===== src/rtl/b2bcd_pkg.sv =====
`default_nettype none

package b2bcd_pkg;

	// field widths
	localparam int ValueW = 14;
	localparam int BcdW   = 16;
	localparam int ScrW   = BcdW + ValueW;
	localparam int DwellW = 8;
	localparam int PosW   = 2;
	localparam int DigitW = 4;
	localparam int CfgIdxW = 2;

	// shift-add-3 steps ahead of each pipeline register; the first three
	// steps only shift, so the input stage takes more of them
	localparam int StepsS1 = 6;
	localparam int StepsS2 = 4;
	localparam int StepsS3 = ValueW - StepsS1 - StepsS2;

	localparam logic [ValueW-1:0] MaxShown = ValueW'(9999);

	// register indexes on the config port
	localparam logic [CfgIdxW-1:0] RegDwellHundreds = CfgIdxW'(0);
	localparam logic [CfgIdxW-1:0] RegDwellOther    = CfgIdxW'(1);

	localparam logic [DwellW-1:0] DwellHundredsRst = DwellW'(5);
	localparam logic [DwellW-1:0] DwellOtherRst    = DwellW'(2);

	// digit positions
	localparam logic [PosW-1:0] PosUnits     = PosW'(0);
	localparam logic [PosW-1:0] PosTens      = PosW'(1);
	localparam logic [PosW-1:0] PosHundreds  = PosW'(2);
	localparam logic [PosW-1:0] PosThousands = PosW'(3);

	// one double-dabble step: correct each BCD digit, then shift left
	function automatic logic [ScrW-1:0] dabble_step(input logic [ScrW-1:0] x);
		logic [ScrW-1:0] t;
		t = x;
		for (int d = 0; d < BcdW / DigitW; d++) begin
			if (t[ValueW + DigitW*d +: DigitW] >= DigitW'(5)) begin
				t[ValueW + DigitW*d +: DigitW] = t[ValueW + DigitW*d +: DigitW] + DigitW'(3);
			end
		end
		return {t[ScrW-2:0], 1'b0};
	endfunction

endpackage

`default_nettype wire


===== src/rtl/binary_to_bcd_digit_scan.sv =====
`default_nettype none
// Binary to BCD digit scan for a four-digit multiplexed display.
// Slave stream s_*: one binary value per transfer in s_tdata[13:0].
// Master stream m_*: one transfer per shown digit, most significant first;
//   m_tlast marks the units digit, which always closes a run. Leading zeros
//   are blanked, so a value gives one to four transfers; a value above 9999
//   gives none.
// Config channel cfg_*: index 0 = hundreds dwell, 1 = dwell of the other
//   digits; other indexes are ignored. Always ready. Write only while idle.
// Path: three conversion stages, then the digit output register.
// Throughput: the conversion pipeline takes one value per cycle while
//   s_tready is high; the digit output register sends one digit per cycle
//   while m_tready is high, and takes a new value only when empty or as
//   the units digit of the last one goes; an out-of-range value is dropped
//   there unsent. Sustained rate is set by that output register.
// Reset: pipeline and output empty, dwells back to 5 ms and 2 ms.
// Stall: with m_tready low the output holds its digit, the pipeline fills
//   behind it and s_tready drops once all three stages hold a value.
module binary_to_bcd_digit_scan
	import b2bcd_pkg::*;
(
	input  wire logic                 clk,
	input  wire logic                 arst_n,
	// s_tdata: [13:0] value, [15:14] zero
	input  wire logic                 s_tvalid,
	output      logic                 s_tready,
	input  wire logic [15:0]          s_tdata,
	// m_tdata: [1:0] digit_position, [5:2] bcd_code, [13:6] dwell_ms,
	//          [15:14] zero
	output      logic                 m_tvalid,
	input  wire logic                 m_tready,
	output      logic [15:0]          m_tdata,
	output      logic                 m_tlast,
	input  wire logic                 cfg_valid,
	output      logic                 cfg_ready,
	input  wire logic [CfgIdxW-1:0]   cfg_index,
	input  wire logic [DwellW-1:0]    cfg_data
);

	// config registers
	logic [DwellW-1:0] dwell_hund_q;
	logic [DwellW-1:0] dwell_other_q;

	assign cfg_ready = 1'b1;

	always_ff @(posedge clk or negedge arst_n) begin
		if (!arst_n) begin
			dwell_hund_q  <= DwellHundredsRst;
			dwell_other_q <= DwellOtherRst;
		end else if (cfg_valid && cfg_ready) begin
			unique case (cfg_index)
				RegDwellHundreds: dwell_hund_q  <= cfg_data;
				RegDwellOther:    dwell_other_q <= cfg_data;
				default: ;
			endcase
		end
	end

	// pipeline registers
	logic              v_s1, v_s2, v_s3;
	logic              ok_s1, ok_s2, ok_s3;   // value in range
	logic [ScrW-1:0]   scr_s1, scr_s2, scr_s3;

	// digit output register
	logic              m_valid_q;
	logic [PosW-1:0]   pos_q;
	logic [BcdW-1:0]   digits_q;

	logic en1, en2, en3;
	logic out_xfer, out_done, ser_free, load;

	assign out_xfer = m_valid_q && m_tready;
	assign out_done = out_xfer && (pos_q == PosUnits);
	assign ser_free = !m_valid_q || out_done;
	assign load     = v_s3 && ser_free;

	assign en3 = !v_s3 || ser_free;
	assign en2 = !v_s2 || en3;
	assign en1 = !v_s1 || en2;
	assign s_tready = en1;

	// conversion, shift-add steps spread over the three stages
	logic [ScrW-1:0] conv_in, conv_a, conv_b;

	always_comb begin
		conv_in = {BcdW'(0), s_tdata[ValueW-1:0]};
		for (int i = 0; i < StepsS1; i++) begin
			conv_in = dabble_step(conv_in);
		end
	end

	always_comb begin
		conv_a = scr_s1;
		for (int i = 0; i < StepsS2; i++) begin
			conv_a = dabble_step(conv_a);
		end
	end

	always_comb begin
		conv_b = scr_s2;
		for (int i = 0; i < StepsS3; i++) begin
			conv_b = dabble_step(conv_b);
		end
	end

	always_ff @(posedge clk or negedge arst_n) begin
		if (!arst_n) begin
			v_s1 <= 1'b0;
			v_s2 <= 1'b0;
			v_s3 <= 1'b0;
		end else begin
			if (en1) v_s1 <= s_tvalid;
			if (en2) v_s2 <= v_s1;
			if (en3) v_s3 <= v_s2;
		end
	end

	always_ff @(posedge clk) begin
		if (en1) begin
			scr_s1 <= conv_in;
			ok_s1  <= (s_tdata[ValueW-1:0] <= MaxShown);
		end
		if (en2) begin
			scr_s2 <= conv_a;
			ok_s2  <= ok_s1;
		end
		if (en3) begin
			scr_s3 <= conv_b;
			ok_s3  <= ok_s2;
		end
	end

	// first shown digit: highest nonzero one, units at least
	logic [BcdW-1:0] bcd_s3;
	logic [PosW-1:0] start_pos;

	assign bcd_s3 = scr_s3[ScrW-1:ValueW];

	always_comb begin
		if (bcd_s3[15:12] != DigitW'(0))     start_pos = PosThousands;
		else if (bcd_s3[11:8] != DigitW'(0)) start_pos = PosHundreds;
		else if (bcd_s3[7:4] != DigitW'(0))  start_pos = PosTens;
		else                                 start_pos = PosUnits;
	end

	always_ff @(posedge clk or negedge arst_n) begin
		if (!arst_n) begin
			m_valid_q <= 1'b0;
			pos_q     <= PosUnits;
		end else if (load) begin
			m_valid_q <= ok_s3;          // out of range: consumed, nothing sent
			pos_q     <= start_pos;
		end else if (out_done) begin
			m_valid_q <= 1'b0;
		end else if (out_xfer) begin
			pos_q <= pos_q - PosW'(1);
		end
	end

	always_ff @(posedge clk) begin
		if (load) digits_q <= bcd_s3;
	end

	// output fields
	logic [DigitW-1:0] cur_digit;
	logic [DwellW-1:0] cur_dwell;

	assign cur_digit = digits_q[{pos_q, 2'b00} +: DigitW];
	assign cur_dwell = (pos_q == PosHundreds) ? dwell_hund_q : dwell_other_q;

	assign m_tvalid = m_valid_q;
	assign m_tdata  = {2'b00, cur_dwell, cur_digit, pos_q};
	assign m_tlast  = (pos_q == PosUnits);

	// checks
	a_digit_dec: assert property (@(posedge clk) disable iff (!arst_n)
		m_tvalid |-> (cur_digit <= DigitW'(9)))
		else $error("digit out of decimal range");

	a_next_pos: assert property (@(posedge clk) disable iff (!arst_n)
		(m_tvalid && m_tready && !m_tlast) |=>
			(m_tvalid && (pos_q == $past(pos_q) - PosW'(1))))
		else $error("digit run broken");

	a_lead_nonzero: assert property (@(posedge clk) disable iff (!arst_n)
		(load && ok_s3 && (start_pos != PosUnits)) |=> (cur_digit != DigitW'(0)))
		else $error("leading zero shown");

	a_stall_full: assert property (@(posedge clk) disable iff (!arst_n)
		!s_tready |-> (v_s1 && v_s2 && v_s3 && m_valid_q && !out_done))
		else $error("input stalled with room in pipeline");

endmodule

`default_nettype wire

===== config.mk =====
export PLATFORM = sky130hd
export DESIGN_NAME = binary_to_bcd_digit_scan
export DESIGN_NICKNAME = d
export VERILOG_FILES = /design/src/rtl/b2bcd_pkg.sv /design/src/rtl/binary_to_bcd_digit_scan.sv
export SDC_FILE = /design/constraint.sdc
export NUM_CORES = 1
export LEC_CHECK = 0
export BUFFER_PORTS_ARGS = -buffer_cell sky130_fd_sc_hd__buf_2
export CORE_ASPECT_RATIO = 0.9
export CORE_MARGIN = 2
export CORE_UTILIZATION = 60
export DETAILED_ROUTE_END_ITERATION = 10
export GPL_TIMING_DRIVEN = 1
export HOLD_SLACK_MARGIN = 0.08
export PLACE_DENSITY_LB_ADDON = 0.1
export SKIP_LAST_GASP = 1
export SYNTH_ARGS = -nofsm -noshare
export SYNTH_HDL_FRONTEND = slang
export SYNTH_SLANG_ARGS = --single-unit
export TNS_END_PERCENT = 20

===== constraint.sdc =====
create_clock -name clk -period 4.46 [get_ports clk]
set_input_delay 0.669 -clock clk [delete_from_list [all_inputs] [get_ports clk]]
set_output_delay 0.669 -clock clk [all_outputs]
set_load 0.05 [all_outputs]

==> flow_metrics.tcl <==
set metrics [dict create \
    drive_above_1_share_pct 19.2 \
    cts.path.max_buffers 2 \
    nets 721 \
    grtUsageTotal_pct 22.5 \
    whs_ps 288 \
    drtIter0Drc 217 \
    cts_root_buf "clkbuf_16" \
    io_pins 51 \
    core_um2 10200 \
    fin_skew_ps 9.20 \
    max_freq_mhz 241 \
    tightest_slew_ps 875 \
    die_h_um 101 \
    path_cells "ha_1, nand2b_1, a21oi_1, mux2_2, o21ai_0, a22o_1, clkinv_1, ha_1, a211oi_1, o22ai_1, o21ai_0, o21ai_0, a221oi_1, a21oi_1" \
    cap_viol_max_count 0 \
    finish.utilization_pct 67.3 \
    clk_pin_slew_ps 70 \
    synth_edf_count 67 \
    die-area_um2 11200 \
    diodes 0 \
    clock_latency_ps 330 \
    drt_wl_total_um 12100 \
    grt_pass1_wl_um 20900 \
    hold_class "in -> async" \
    dp_hpwl_um 8970 \
    r2r-end "scr_s3[19]$_DFFE_PP_" \
    ys_seq_area_share_pct 41.2 \
    cts.repair.resized 0 \
    cts_hold_buf 0 \
    synth_cells 626 \
    max_stage_delay_ps 460 \
    start_kind "flip-flop" \
    die_w_um 111 \
    start_util_pct 61.3 \
    end_kind "flip-flop" \
    cts_tree "built" \
    cts_buffers 9 \
    async_reset_ff_share_pct 24.7 \
    netlist_area_um2 6230 \
    crit_arrival_ps 4200 \
    cts_num_sinks 89 \
    crit_family "compound AO/OA/AOI/OAI gates" \
    cp_max_fo 11 \
    synth-seq-cells 89 \
    grt_pass1_vias 4540 \
    gp_congestion 0.904 \
    synth_cell_types 82 \
    worstSetupPathType "reg -> reg" \
    grt_max_degree 26 \
    worstPathRequired_ps 4510 \
    min_period_ps 4150 \
    first_pass_iters 6 \
    wire_per_inst_um 15.2 \
    rsz0062_at_grt "false" \
    reg2reg_from "scr_s2[18]$_DFFE_PP_" \
    cts_setup_buffers 0 \
    outcome "complete, no violations" \
    path_common_cell "o21ai_0" \
    reg2reg_slack_ps 310 \
    slew_headroom_pct 41.5 \
    routed_via_density 6.18 \
    synth.yosys.warnings 0 \
    rows 35 \
    antenna_found_initial 0 \
    overflow 0 \
    syn_avg_cell_area_um2 9.96 \
    setup_tns_ps 0 \
    cp_slowest_cell "edfxtp_1" \
    critPathBufInv 1 \
    io_buffers 45 \
    rr_worst_depth 14 \
    final.period_utilization_pct 93.0 \
    cts_max_level 3 \
    finalHoldViolCount 0 \
    synthFlopType "edfxtp_1" \
    postRouteAntennaNets 0 \
    vias 4905 \
    syn_to_final_growth_pct 9.76 \
    drc_errors 0 \
    slew_violations 0 \
    setup_viol 0 \
]
worst register-to-register path, cell delays in order, from the launching register on:
cell	delay, ps
edfxtp_1	460
ha_1	240
nand2b_1	170
a21oi_1	250
mux2_2	420
o21ai_0	180
a22o_1	280
clkinv_1	250
ha_1	290
a211oi_1	210
o22ai_1	300
o21ai_0	300
o21ai_0	150
a221oi_1	290
a21oi_1	80
final cells by class:
type                       count  area (um^2)
multi-input combinational    474         3400
sequential                    89         2570
fill                         794         3320
tap                          129          161
clock buffer                  10          229
inverter                      33          126
timing repair buffer          53          283
clock inverter                 6         73.8
worst max path at each step:
stage	from	endpoint	slack [ps]	cells after the start
3_5_place_dp	scr_s2[18]$_DFFE_PP_	scr_s3[19]$_DFFE_PP_	370	13
3_3_place_gp	scr_s2[18]$_DFFE_PP_	scr_s3[19]$_DFFE_PP_	540	13
2_1_floorplan	scr_s2[18]$_DFFE_PP_	scr_s3[19]$_DFFE_PP_	810	14
6_report	scr_s2[18]$_DFFE_PP_	scr_s3[19]$_DFFE_PP_	310	14
4_1_cts	scr_s2[18]$_DFFE_PP_	scr_s3[19]$_DFFE_PP_	360	13
5_1_grt	scr_s2[18]$_DFFE_PP_	scr_s3[19]$_DFFE_PP_	50	14
state kept, by name, indices dropped and copies added (netlist names):
name	count
scr_s2	17
digits_q	16
scr_s3	16
scr_s1	15
dwell_hund_q	8
dwell_other_q	8
pos_q	2
m_tvalid	1
ok_s1	1
ok_s2	1
ok_s3	1
v_s1	1
v_s2	1
v_s3	1
kinds of logic after synthesis:
family / after synthesis / share of synthesized area, %
buffers and inverters: 64 / 4.32
adders and majority gates: 31 / 6.20
other: 2 / 0.121
AOI/OAI and AO/OA: 201 / 22.1
DFF: 89 / 41.2
and+or+nand+nor: 171 / 13.5
xor gates and xnor gates: 20 / 3.35
muxes: 48 / 9.26
through the flow:
step	setup slack, ps	area [um^2]	instances
after global routing	46.1	6840	794
after global placement	540	6530	777
after detailed placement	373	6530	777
after floorplan	807	6240	627
final	314	6840	794
after CTS	364	6840	793
routing by layer:
metal | vias up | GRT usage (%) | share of wire (%)
met1 | 2357 | 28.2 | 44
met4 | 0 | 6.36 | 1.3
li1 | 2427 | - | -
met5 | - | 0 | 0
met3 | 14 | 3.31 | 2.9
met2 | 107 | 40.9 | 52
Yosys cell counts (4+ instances only):
| cell type | n | area share, % |
|---|---|---|
| o21ai_0 | 40 | 3.2 |
| or2_1 | 4 | 0.40 |
| xor2_1 | 6 | 0.84 |
| a21oi_1 | 38 | 3.1 |
| edfxtp_1 | 67 | 32 |
| a21oi_2 | 4 | 0.56 |
| o22a_1 | 4 | 0.56 |
| nor2b_1 | 4 | 0.40 |
| o31ai_1 | 6 | 0.72 |
| mux2_2 | 30 | 5.4 |
| a31oi_1 | 11 | 1.1 |
| buf_4 | 5 | 0.60 |
| nor3b_1 | 6 | 0.72 |
| mux4_2 | 4 | 1.4 |
| a22oi_1 | 4 | 0.48 |
| o21ai_1 | 9 | 0.72 |
| ha_1 | 30 | 6.0 |
| o22ai_1 | 9 | 0.90 |
| nor4_1 | 5 | 0.50 |
| nor2_1 | 42 | 2.5 |
| a21o_1 | 5 | 0.60 |
| inv_1 | 31 | 1.9 |
| nor3_1 | 13 | 1.0 |
| o211ai_1 | 11 | 1.3 |
| nand3_1 | 10 | 0.80 |
| nand2b_1 | 15 | 1.5 |
| buf_2 | 6 | 0.48 |
| dfrtp_1 | 19 | 7.6 |
| mux2i_1 | 12 | 1.9 |
| clkbuf_1 | 18 | 1.1 |
| xnor2_1 | 11 | 1.5 |
| a211oi_1 | 9 | 1.1 |
| o21a_1 | 10 | 1.2 |
| nand2_1 | 50 | 3.0 |
cells in the final DEF, fill, tap and decap left out, types with 4 or more instances in the layout:
cell / synthesis / layout
buf_2: 6 / 46
clkbuf_16: 0 / 9
edfxtp_1: 67 / 67
mux2_2: 30 / 30
a211oi_1: 9 / 9
o31ai_1: 6 / 6
xnor2_1: 11 / 11
xor2_1: 6 / 6
nand2_1: 50 / 50
o21a_1: 10 / 10
nand3_1: 10 / 10
mux2i_1: 12 / 12
a21o_1: 5 / 5
a31oi_1: 11 / 11
nor2_1: 42 / 42
inv_1: 31 / 31
o22ai_1: 9 / 9
o21ai_0: 40 / 40
nand2b_1: 15 / 15
ha_1: 30 / 30
mux4_2: 4 / 4
a21oi_2: 4 / 4
nor4_1: 5 / 5
nor2b_1: 4 / 4
or2_1: 4 / 4
o21ai_1: 9 / 9
buf_4: 5 / 7
a22oi_1: 4 / 4
o22a_1: 4 / 4
nor3b_1: 6 / 6
a21oi_1: 38 / 38
dfrtp_1: 19 / 19
nor3_1: 13 / 13
o211ai_1: 11 / 11
Power is not shown: default switching activity piles up to over one toggle a cycle in this logic, so the estimate is an artifact.
